===== src/rtl/smallest_prime_power_split_macros.svh =====
// Assertion macros for the prime power split block
`ifndef SMALLEST_PRIME_POWER_SPLIT_MACROS_SVH
`define SMALLEST_PRIME_POWER_SPLIT_MACROS_SVH
`ifndef SYNTHESIS
`define SPPS_ASSERT(label, clk, rst_n, prop, msg) \
	label: assert property (@(posedge clk) disable iff (!rst_n) prop) else $error(msg);
`define SPPS_ASSERT_NR(label, clk, prop, msg) \
	label: assert property (@(posedge clk) prop) else $error(msg);
`else
`define SPPS_ASSERT(label, clk, rst_n, prop, msg)
`define SPPS_ASSERT_NR(label, clk, prop, msg)
`endif
`endif


===== src/rtl/spps_pkg.sv =====
// ----------------------------------------------------------------------------
// spps_pkg
// Shared types for the prime power split block.
// ----------------------------------------------------------------------------
`timescale 1ns / 1ps
`default_nettype none
package spps_pkg;
	// controller to datapath
	typedef struct packed {
		logic sieve_start;   // clear counters, begin sieve
		logic outer_step;    // read marks, push prime, restart k
		logic inner_step;    // write i*q, read next prime
		logic q_load;        // load query
		logic div_start;     // start one division
		logic mul_step;      // b *= p, a = quotient
		logic res_load;      // capture result
	} spps_cmd_t;
	// datapath to controller
	typedef struct packed {
		logic clear_done;
		logic outer_done;
		logic inner_done;
		logic div_busy;
		logic div_zero_rem;
		logic q_trivial;
	} spps_sts_t;
endpackage
`default_nettype wire


===== src/rtl/spps_ctrl.sv =====
// ----------------------------------------------------------------------------
// spps_ctrl
// Sequencer for the sieve build and the per-word divide loop.
// ----------------------------------------------------------------------------
`timescale 1ns / 1ps
`default_nettype none
`include "smallest_prime_power_split_macros.svh"
module spps_ctrl import spps_pkg::*; (
	input  wire logic      clk,
	input  wire logic      arst_n,
	output spps_cmd_t      cmd,
	input  wire spps_sts_t sts,
	input  wire logic      in_valid,
	output logic           in_ready,
	output logic           out_valid,
	input  wire logic      out_ready
);
	localparam logic [3:0] S_BOOT = 4'd0, S_CLR = 4'd1, S_ORD = 4'd2, S_OWT = 4'd3,
		S_OUT = 4'd4, S_INN = 4'd5, S_IDLE = 4'd6, S_QRD = 4'd7, S_DST = 4'd8,
		S_DWT = 4'd9, S_RES = 4'd10, S_INW = 4'd11;
	logic [3:0] st_q, st_d;
	logic       ov_q;

	always_comb begin
		cmd  = '0;
		st_d = st_q;
		unique case (st_q)
			S_BOOT: begin cmd.sieve_start = 1'b1; st_d = S_CLR; end
			S_CLR:  if (sts.clear_done) st_d = S_ORD;
			S_ORD:  st_d = sts.outer_done ? S_IDLE : S_OWT;
			S_OWT:  begin cmd.outer_step = 1'b1; st_d = S_INW; end
			S_INW:  st_d = S_INN;
			S_INN: begin
				cmd.inner_step = 1'b1;
				st_d = sts.inner_done ? S_ORD : S_INW;
			end
			S_IDLE: if (in_valid) begin cmd.q_load = 1'b1; st_d = S_QRD; end
			S_QRD:  st_d = S_OUT;
			S_OUT: begin
				if (sts.q_trivial) st_d = S_RES;
				else begin cmd.div_start = 1'b1; st_d = S_DWT; end
			end
			S_DST:  begin cmd.div_start = 1'b1; st_d = S_DWT; end
			S_DWT: if (!sts.div_busy) begin
				if (sts.div_zero_rem) begin cmd.mul_step = 1'b1; st_d = S_DST; end
				else st_d = S_RES;
			end
			S_RES:  if (!ov_q) begin cmd.res_load = 1'b1; st_d = S_IDLE; end
			default: st_d = S_BOOT;
		endcase
	end
	// result register holds the previous word, so a new word may start meanwhile
	assign in_ready = (st_q == S_IDLE);

	always_ff @(posedge clk or negedge arst_n) begin
		if (!arst_n) begin
			st_q <= S_BOOT;
			ov_q <= 1'b0;
		end else begin
			st_q <= st_d;
			if (cmd.res_load) ov_q <= 1'b1;
			else if (out_ready) ov_q <= 1'b0;
		end
	end
	assign out_valid = ov_q;

	`SPPS_ASSERT(a_no_early, clk, arst_n, in_ready |-> sts.outer_done, "ready before table")
	`SPPS_ASSERT(a_hold, clk, arst_n, (ov_q && !out_ready) |=> ov_q, "result dropped")
	`SPPS_ASSERT(a_one_cmd, clk, arst_n, $countones(cmd) <= 1, "command clash")
endmodule
`default_nettype wire

===== config.mk =====
export PLATFORM = sky130hd
export DESIGN_NAME = spps_ctrl
export DESIGN_NICKNAME = d
export VERILOG_FILES = /design/src/rtl/spps_pkg.sv /design/src/rtl/spps_ctrl.sv
export VERILOG_INCLUDE_DIRS = /design/src /design/src/rtl
export SDC_FILE = /design/constraint.sdc
export NUM_CORES = 1
export LEC_CHECK = 0
export BUFFER_PORTS_ARGS = -buffer_cell sky130_fd_sc_hd__buf_2
export CAP_MARGIN = 15
export CORE_AREA = 2 2 39 41
export DETAILED_ROUTE_END_ITERATION = 6
export DIE_AREA = 0 0 41 43
export PLACE_DENSITY = 0.59
export REMOVE_ABC_BUFFERS = 1
export SYNTH_ARGS = -nofsm -noshare
export SYNTH_HDL_FRONTEND = slang
export SYNTH_SLANG_ARGS = --single-unit

===== constraint.sdc =====
create_clock -name clk -period 2.75 [get_ports clk]
set_input_delay 0.55 -clock clk [delete_from_list [all_inputs] [get_ports clk]]
set_output_delay 0.55 -clock clk [all_outputs]
set_load 0.005 [all_outputs]

* Yosys cells after proc, flatten, opt, wreduce, memory -nomap -nowiden *
Index checks and enable logic that the tools add are counted.

operators by class
  eq/ne operators = 15
  reduce and logical (&&, ||, !) cells = 3
  multiplexer cells = 23

operator list
  operator                                                         number
  4-bit case mux with 12 select lines                              1
  4-bit two-way mux                                                5
  4-bit by 3-bit == test with 1-bit output, second input constant  4
  4-bit == test, second input constant                             4
  1-bit two-way mux                                                13
  4-bit by 2-bit == test with 1-bit output, second input constant  2
  2-bit inequality test, second input constant                     4
  4-bit by 1-bit == test with 1-bit output, second input constant  1
  4-bit logical NOT                                                1
  2-bit two-way mux                                                2
  4-bit AND reduction                                              1
  3-bit two-way mux                                                1
  1-bit case mux with 2 select lines                               1
  2-bit nonzero test                                               1

storage, ports and cells
  logic and storage cells = 43
  output and inout port bits = 9
  register bits = 5
  input port bits = 10

* Longest topological paths before layout *
Gate-level depths: netlist of the first run.

  depth after elaboration = 3
  mapped depth = 5
  depth with buffers taken out = 4

* Worst setup path before layout of the first run *
No wires, ideal clock.

  path kind = input to register
  from = input sts[5] in the netlist's numbering
  to = register st_q[3]
  path slack = 1,196 ps
  arrival = 1,427 ps
  buffers on the path = 0
  required time = 2,623 ps
  stages on the path = 4
  library setup time = 127 ps
  cells stage by stage = or2_0 -> a211o_1 -> o21ai_2 -> mux2_1

on the way
  word-level cells in the longest chain between the ends = 2

ends and longest elaborated chain
  element                                 RTL line         RTL
  start, declared                         spps_ctrl.sv:12  input wire spps_sts_t sts,
  2-bit inequality test (no source line)  -
  4-bit AND reduction (no source line)    -
  end signal, assigned                    spps_ctrl.sv:60  st_q <= st_d;
  end, declared                           spps_ctrl.sv:21  logic [3:0] st_q, st_d;

No other way between the ends.
A chain may end at the register's enable or synchronous reset.

==> results_dict.tcl, run 1 <==
set metrics [dict create \
    postSynthCellCount 59 \
    period_needed_ns 2.076 \
    hold_path_class "in2async" \
    total_leakage_power_nw 0.3005 \
    timing.critical_path.arrival_ns 1.53 \
    clock_insertion_delay_at_the_later_pin_of_the_skew_report_ns 0.24 \
    postSynth.asyncResetShare 1.000 \
    drive_above_1_share 0.3205 \
    layout.nets 89 \
    seq_cells_post_synth 5 \
    drt-vias-per-instance 5.053 \
    dieHeight_um 43 \
    cp-start-kind "register" \
    place.detailed.hpwl_um 836 \
    critical_path.endpoint_type "output pin" \
    cts.root.buffer_cell "sky130_fd_sc_hd__clkbuf_4" \
    timing.setup.critical_path_class "reg2out" \
    cell_class_contributing_the_biggest_share_of_worst_path_delay "flip-flops" \
    p_per_area_nw_per_um2 1037 \
    vdd_drop_max_uv 495.0 \
    n_antenna_cell 0 \
    grt_overflow_total 0 \
    grt_usage 0.1527 \
    cts_buffers 3 \
    floorplan.die.width_um 41 \
    post_cts.repair.setup_buffers 0 \
    worst-slew-pin-transition_ns 0.4426 \
    grt_pass1_vias 429 \
    syn_area_per_cell_um2 7.783 \
    design.portCount 19 \
    post_cts_hold_buffer_count 0 \
    synth-edff-count 0 \
    timing.clock.skew_ns 0.005262 \
    critical_path.max_stage_delay_ns 0.59 \
    post_cts_resized 0 \
    postSynth.topFlopCell "sky130_fd_sc_hd__dfrtp_1" \
    timing.slew.headroom 0.7049 \
    grt_antenna_before_repair 0 \
    finalMaxSlewViolations 0 \
    setup-tns-final_ns 0 \
    gpl.final_weighted_congestion 0.8042 \
    max-cap-violations 0 \
    tritoncts "done" \
    crit_slowest_cell "sky130_fd_sc_hd__dfrtp_1" \
    port_buffers 18 \
    first_pass_grt_wire_length_mm 1.835 \
    worst_slack_on_hold_paths_ns 0.1157 \
    drt_iter0_drc 12 \
    area.growth.synth_to_final_pct 25.89 \
    clkSinkCount 5 \
    required_ns 2.20 \
    path_buf_inv 1 \
    number_of_remaining_drc_errors 0 \
    hold_violations 0 \
    finish.instance_area_um2 578.1 \
    status "completed" \
    die_area_um2 1763 \
    synth_area_um2 459.2 \
    yosysUniqueCellTypes 31 \
    finalSetupViolCount 0 \
    clk_pin_slew_ns 0.04 \
    ys.warnings.count 0 \
    synth_top_cell_by_area "sky130_fd_sc_hd__dfrtp_1" \
    synth_area_leaders "sky130_fd_sc_hd__dfrtp_1, sky130_fd_sc_hd__nand2_1, sky130_fd_sc_hd__nor2_1, sky130_fd_sc_hd__a21oi_1, sky130_fd_sc_hd__o21ai_1" \
    fp-row-count 14 \
    list_of_cells_traversed_by_the_critical_path "or2b_1 > nor4b_1 > buf_2" \
    detail_route.first_pass.iterations 4 \
    average_routed_wire_per_standard_cell_um 11.28 \
    maxClockFrequency_mhz 481.7 \
    fill_cells 142 \
    area_share_of_the_leading_cell_type_in_the_synthesized_netlist 0.2725 \
    floorplan.initialDensity 0.3318 \
    drt.antenna.violating_nets 0 \
    critical_path_maximum_fanout 15 \
    cts.htree.levels 1 \
    vias 475 \
    rsz_0062_raised_after_global_routing "false" \
    design.core.area_um2 1384 \
    pin_count_of_the_biggest_net_entering_global_routing 17 \
    final_common_cell "sky130_fd_sc_hd__buf_2" \
    yosysSeqAreaShare 0.2725 \
    detailed_place.area_um2 551.8 \
    mostFrequentLayoutCells "sky130_fd_sc_hd__buf_2, sky130_fd_sc_hd__nand2_1, sky130_fd_sc_hd__nor2_1, sky130_fd_sc_hd__dfrtp_1" \
    ctsLongestPathBuffers 2 \
    period_utilization_post_route 0.7550 \
    routed_wirelength_mm 1.060 \
]
[final timing paths]
check | from | endpoint | slack (ns) | cells after the start
max in group asynchronous | arst_n | st_q[2] | 2.50 | 1
hold / removal | arst_n | st_q[1] | 0.12 | 1
setup / recovery | st_q[3] | cmd[1] | 0.67 | 3
setup reg to reg | st_q[3] | st_q[3] | 1.08 | 4
hold reg to reg | out_valid | out_valid | 0.58 | 1
min in group clk | out_valid | out_valid | 0.58 | 1
[Yosys cell counts (2+ instances only)]
master / number
sky130_fd_sc_hd__a21o_1: 2
sky130_fd_sc_hd__a21oi_1: 4
sky130_fd_sc_hd__and2_1: 2
sky130_fd_sc_hd__buf_2: 2
sky130_fd_sc_hd__dfrtp_1: 5
sky130_fd_sc_hd__inv_1: 4
sky130_fd_sc_hd__nand2_1: 6
sky130_fd_sc_hd__nand2b_1: 2
sky130_fd_sc_hd__nor2_1: 6
sky130_fd_sc_hd__nor2b_1: 2
sky130_fd_sc_hd__nor3_1: 2
sky130_fd_sc_hd__o21ai_1: 3
[flip-flops by register name, indices dropped and copies added (netlist names)]
name / cells
st_q: 4
out_valid: 1
[kinds of logic (layout without fill, tap and decap cells)]
group           Yosys count  in the layout  share of synthesized area
compound gates           18             18                     0.2779
buf+inv                   7             26                    0.07084
flops                     5              5                     0.2725
mux                       1              1                    0.02452
simple gates             28             28                     0.3542
[routing by layer]
| layer | share of wire | routed length, um | GRT usage |
|---|---|---|---|
| met1 | 0.48 | 505 | 0.2204 |
| met2 | 0.45 | 474 | 0.2063 |
| met3 | 0.075 | 80 | 0.04712 |
| met4 | 0 | 0 | 0.06000 |
| met5 | 0 | 0 | 0 |
[per-stage QoR]
step                      setup slack, ns  utilization  power [W]  std cells
after floorplan                     1.116            -  0.0004142         56
after CTS                          0.6748       0.4177  0.0006086         94
after global routing               0.5445       0.4177  0.0006649         94
after global placement             0.9605       0.3987  0.0005198         90
after detailed placement           0.9360       0.3987  0.0005220         90
final                              0.6738       0.4177  0.0005995         94
[final cells by class]
| cell class | instances | area [um2] | share of cell area |
|---|---|---|---|
| clock buffer | 4 | 26.28 | 0.04545 |
| sequential | 5 | 125.1 | 0.2165 |
| tap | 16 | 20.02 | 0.03463 |
| timing repair buffer | 18 | 90.09 | 0.1558 |
| multi-input combinational | 47 | 301.5 | 0.5216 |
| inverter | 4 | 15.01 | 0.02597 |
[report_power, final]
| part | switching, W | internal, W | total (W) |
|---|---|---|---|
| clock | 0.0000273 | 0.0000547 | 0.0000820 |
| sequential | 0.0000914 | 0.000109 | 0.000200 |
| combinational | 0.000155 | 0.000162 | 0.000317 |
Power figures use the tool's default switching activity.
==> inputs of run 2 (changes only) <==
==> constraint.sdc (replaced) <==
create_clock -name clk -period 2 [get_ports clk]
set_input_delay 0.4 -clock clk [delete_from_list [all_inputs] [get_ports clk]]
set_output_delay 0.4 -clock clk [all_outputs]
set_load 0.005 [all_outputs]
==> run 2 against run 1 <==
Sequential share of layout area fell by 0.31 points. Worst setup slack worse by 0.50 ns. Clock power up 40%. Sequential power up 33%. Register-to-register slack lost 0.68 ns. Utilization increased by 1.4 points. Global-route usage grew 0.32 points.
==> results_dict.tcl, run 2 (synthesis results as in run 1) <==
set metrics [dict create \
    grt_overflow_total 0 \
    period_utilization_post_route 0.9140 \
    gpl.final_weighted_congestion 0.7948 \
    number_of_remaining_drc_errors 0 \
    hold_path_startpoint "out_ready" \
    drt-vias-per-instance 5.104 \
    holdPathEnd "out_valid" \
    timing.clock.skew_ns 0.001285 \
    first_pass_grt_wire_length_mm 1.828 \
    ctsLongestPathBuffers 2 \
    finalSetupViolCount 0 \
    maxClockFrequency_mhz 547.1 \
    routed_wirelength_mm 1.146 \
    final_common_cell "sky130_fd_sc_hd__buf_2" \
    status "completed" \
    clock_insertion_delay_at_the_later_pin_of_the_skew_report_ns 0.24 \
    crit-reg2reg-launch "st_q[3]" \
    timing.slew.headroom 0.7860 \
    cell_class_contributing_the_biggest_share_of_worst_path_delay "simple AND/OR/NAND/NOR gates" \
    clkSinkCount 5 \
    biggest_register "st_q" \
    reg2reg_capture_point "st_q[3]" \
    timing.reg2reg.worst_path_depth 4 \
    area.growth.synth_to_final_pct 30.25 \
    grt_usage 0.1559 \
    worst-slew-pin-transition_ns 0.3210 \
    place.detailed.hpwl_um 873.9 \
    floorplan.die.width_um 41 \
    minimum_setup_slack_in_the_final_design_ns 0.1721 \
    hold_path_depth 3 \
    cts_buffers 3 \
    cts.htree.levels 1 \
    vdd_drop_max_uv 609.9 \
    detail_route.first_pass.iterations 4 \
    list_of_cells_traversed_by_the_critical_path "or2b_1 > nor4b_1 > buf_2" \
    path_buf_inv 1 \
    critical_path.endpoint_type "output pin" \
    mostFrequentLayoutCells "sky130_fd_sc_hd__buf_2, sky130_fd_sc_hd__nand2_1, sky130_fd_sc_hd__nor2_1, sky130_fd_sc_hd__inv_1, sky130_fd_sc_hd__a21oi_1" \
    clk_pin_slew_ns 0.04 \
    crit_slowest_cell "sky130_fd_sc_hd__dfrtp_2" \
    largest_register_ffs 4 \
    n_antenna_cell 0 \
    dp_worst_setup_slack_ns 0.3195 \
    design.portCount 19 \
    grt_antenna_before_repair 0 \
    tritoncts "done" \
    p_per_area_nw_per_um2 1428 \
    cts.root.buffer_cell "sky130_fd_sc_hd__clkbuf_4" \
    timing.critical_path.arrival_ns 1.43 \
    drt.antenna.violating_nets 0 \
    vias 490 \
    port_buffers 18 \
    pin_count_of_the_biggest_net_entering_global_routing 17 \
    rsz_0062_raised_after_global_routing "false" \
    drive_above_1_share 0.3500 \
    regToRegSetupSlack_ns 0.40 \
    crit_path_start "st_q[3]" \
    layout.nets 91 \
    hold_path_class "in2reg" \
    fp-row-count 14 \
    average_routed_wire_per_standard_cell_um 11.94 \
    total_leakage_power_nw 0.3071 \
    die_area_um2 1763 \
    timing.setup.critical_path_class "reg2out" \
    finalMaxSlewViolations 0 \
    period_needed_ns 1.828 \
    hold_violations 0 \
    setup-tns-final_ns 0 \
    placed_cells_incl_taps 91 \
    post_cts.repair.setup_buffers 0 \
    critical_path_maximum_fanout 15 \
    critical_path.max_stage_delay_ns 0.49 \
    drt_iter0_drc 19 \
    grt_pass1_vias 446 \
    design.core.area_um2 1384 \
    cp-start-kind "register" \
    max-cap-violations 0 \
    final_cells 96 \
    finish.utilization 0.4322 \
    required_ns 1.60 \
    floorplan.initialDensity 0.3318 \
    dieHeight_um 43 \
]
[run 2: repair_timing]
item	4_1_cts	5_1_grt
setup endpoints to repair	0	2
hold buffers	1	0
hold endpoints to repair	5	0
gates resized for setup	0	2
[run 2: how the worst max path moves through the flow]
stage                     depth (start not counted)      end
final                                             3   cmd[1]
after global routing                              3   cmd[0]
after CTS                                         3   cmd[1]
after detailed placement                          3   cmd[1]
after global placement                            3   cmd[1]
after floorplan                                   4  st_q[3]
[run 2: worst reg2reg max path, stage by stage (launching register included)]
cell and delay, ns:
sky130_fd_sc_hd__dfrtp_2 0.49, sky130_fd_sc_hd__or2_0 0.25, sky130_fd_sc_hd__a211o_1 0.34, sky130_fd_sc_hd__o21ai_2 0.07, sky130_fd_sc_hd__mux2_1 0.32
[run 2: layer usage]
metal	wire length, um	vias to the layer above	GRT usage
met4	0	0	0.08000
met5	0	-	0
li1	-	251	-
met3	80	0	0.06283
met1	493	222	0.1881
met2	572	17	0.2281
[run 2: area by class of cell]
type                       instances  area (um2)
timing repair buffer              20       107.6
sequential                         5       127.6
inverter                           4       15.01
tap                               16       20.02
fill                             147       785.8
clock buffer                       4       26.28
multi-input combinational         47       301.5
[run 2: stage by stage]
step,instance area [um2],hold WS (ns),total power (W)
floorplan,441.7,0.1044,0.0005696
global placement,559.3,0.2154,0.0007329
detailed placement,559.3,0.2193,0.0007328
CTS,595.6,0.4184,0.0008572
global route,598.1,0.4240,0.0009370
finish,598.1,0.4242,0.0008542
[run 2: power breakdown]
part	total (W)	internal, W	switching (W)	leakage, nW
Clock	0.000115	0.0000753	0.0000397	0.0150
Combinational	0.000473	0.000237	0.000236	0.233
Sequential	0.000266	0.000154	0.000112	0.0596
Total	0.000854	0.000466	0.000388	0.307
==> inputs of run 3 (changes only) <==
==> constraint.sdc (replaced) <==
create_clock -name clk -period 2.1 [get_ports clk]
set_input_delay 0.42 -clock clk [delete_from_list [all_inputs] [get_ports clk]]
set_output_delay 0.42 -clock clk [all_outputs]
set_load 0.005 [all_outputs]
==> run 3 against run 2 <==
Flip-flop and latch count did not move. Combinational power fell by 4%. Clock-buffer cell count did not move. First-iteration DRC count fell by 47%. Via count rose by 0.20%. Critical path depth did not move. Sequential power fell by 9.0%. Register-to-register slack improved by 0.03 ns. Hold slack improved by 0.037 ns. Critical path type unchanged.
==> results_dict.tcl, run 3 (synthesis results as in run 1) <==
set metrics [dict create \
    critical_path.max_stage_delay_ns 0.59 \
    maxClockFrequency_mhz 511.4 \
    crit-reg2reg-launch "st_q[3]" \
    finish.utilization 0.4304 \
    drt.antenna.violating_nets 0 \
    mostFrequentLayoutCells "sky130_fd_sc_hd__buf_2, sky130_fd_sc_hd__nand2_1, sky130_fd_sc_hd__nor2_1, sky130_fd_sc_hd__dfrtp_1" \
    cts_buffers 3 \
    finalSetupViolCount 0 \
    grt_overflow_total 0 \
    detail_route.first_pass.iterations 6 \
    timing.setup.critical_path_class "reg2out" \
    hold_violations 0 \
    comb_power_share 0.565 \
    total_leakage_power_nw 0.3097 \
    timing.clock.skew_ns 0.003281 \
    biggest_register "st_q" \
    design.core.area_um2 1384 \
    first_pass_grt_wire_length_mm 1.649 \
    vdd_drop_max_uv 584.4 \
    ctsLongestPathBuffers 2 \
    grt_antenna_before_repair 0 \
    critical_path_maximum_fanout 15 \
    design.portCount 19 \
    cts.htree.levels 1 \
    timing.slew.headroom 0.7234 \
    floorplan.initialDensity 0.3318 \
    net-switching-power_w 0.0003675 \
    drive_above_1_share 0.3250 \
    port_buffers 18 \
    largest_register_ffs 4 \
    clkSinkCount 5 \
    power.clock.fraction 0.135 \
    timing.critical_path.arrival_ns 1.54 \
    power.share.switching 0.4553 \
    p_per_area_nw_per_um2 1355 \
    regToRegSetupSlack_ns 0.43 \
    drt_iter0_drc 10 \
    rsz_0062_raised_after_global_routing "false" \
    drt-vias-per-instance 5.115 \
    hold_path_class "in2reg" \
    critical_path.endpoint_type "output pin" \
    average_routed_wire_per_standard_cell_um 11.50 \
    vias 491 \
    n_antenna_cell 0 \
    list_of_cells_traversed_by_the_critical_path "or2b_1 > nor4b_1 > buf_2" \
    gpl.final_weighted_congestion 0.8003 \
    die_area_um2 1763 \
    period_needed_ns 1.955 \
    required_ns 1.68 \
    global_routing_s_busiest_layer "met2" \
    p_seq_frac 0.300 \
    max-cap-violations 0 \
    area.growth.synth_to_final_pct 29.70 \
    crit_slowest_cell "sky130_fd_sc_hd__dfrtp_1" \
    grt_usage 0.1346 \
    finalMaxSlewViolations 0 \
    cts.root.buffer_cell "sky130_fd_sc_hd__clkbuf_4" \
    grt.met2_usage 0.1969 \
    tritoncts "done" \
    reg2reg_capture_point "st_q[3]" \
    fp-row-count 14 \
    minimum_setup_slack_in_the_final_design_ns 0.1445 \
    timing.reg2reg.worst_path_depth 4 \
    pin_count_of_the_biggest_net_entering_global_routing 16 \
    hold_path_depth 3 \
    clk_pin_slew_ns 0.04 \
    layout.nets 91 \
    cp-start-kind "register" \
    gr-usage-met1 0.1914 \
    clock_insertion_delay_at_the_later_pin_of_the_skew_report_ns 0.24 \
    number_of_remaining_drc_errors 0 \
    grtUsageMet3 0.03141 \
    dieHeight_um 43 \
    hold_path_startpoint "out_ready" \
    routed_wirelength_mm 1.104 \
    worst-slew-pin-transition_ns 0.4149 \
    detailed_place.area_um2 559.3 \
    place.detailed.hpwl_um 863.3 \
    holdPathEnd "out_valid" \
    period_utilization_post_route 0.9312 \
    status "completed" \
    grt_pass1_vias 395 \
    setup-tns-final_ns 0 \
    floorplan.die.width_um 41 \
    finish.instance_area_um2 595.6 \
    post_cts.repair.setup_buffers 0 \
    power.internal_w 0.0004397 \
    dp_worst_setup_slack_ns 0.3921 \
    final_common_cell "sky130_fd_sc_hd__buf_2" \
]
run 3: changes by cell type in the layout (fill, tap and decap cells not counted):
cell / delta
sky130_fd_sc_hd__dfrtp_2: -2
sky130_fd_sc_hd__dfrtp_1: +2
run 3: worst max-delay path: cells and delay by family, from the launching register on:
family                 cells  cell delay (ns)
flip-flops                 1             0.59
AND/OR/NAND/NOR            2             0.55
buffers and inverters      1             0.16
run 3: worst max path at each step:
stage,endpoint,cells past startpoint,start,slack [ns]
floorplan,st_q[3],4,st_q[3],0.56
global placement,cmd[1],3,st_q[3],0.43
detailed placement,cmd[1],3,st_q[3],0.39
CTS,cmd[1],3,st_q[3],0.14
global route,cmd[1],3,st_q[3],0.06
finish,cmd[1],3,st_q[3],0.14
run 3: layer usage:
metal  share of wire  up-vias  wire length [um]
met4               0        0                 0
met1            0.47      221               523
met2            0.47       17               516
li1                -      253                 -
met5               0        -                 0
met3           0.058        0                64
run 3: power by group through the flow:
stage                     combinational (W)  sequential (W)  clock, W
after floorplan                    0.000310        0.000232         0
after global placement             0.000453        0.000242         0
after detailed placement           0.000454        0.000241         0
after CTS                          0.000459        0.000241  0.000113
after global routing               0.000505        0.000253  0.000119
final                              0.000456        0.000242  0.000109
run 3: repair_timing:
| item | in CTS | in global routing |
|---|---|---|
| gates resized for setup | 0 | 0 |
| hold buffers | 1 | 0 |
| setup endpoints to repair | 0 | 0 |
| hold endpoints to repair | 5 | 0 |
run 3: area by class of cell:
type	count	area (um2)
fill	142	788.3
timing repair buffer	20	107.6
multi-input combinational	47	301.5
tap	16	20.02
sequential	5	125.1
inverter	4	15.01
clock buffer	4	26.28
run 3: stage by stage:
stage	hold WS [ns]	instances	power, W
6_report	0.4611	96	0.0008072
5_1_grt	0.4897	96	0.0008771
4_1_cts	0.4581	96	0.0008119
3_5_place_dp	0.2391	91	0.0006951
3_3_place_gp	0.2365	91	0.0006956
2_1_floorplan	0.1244	56	0.0005425
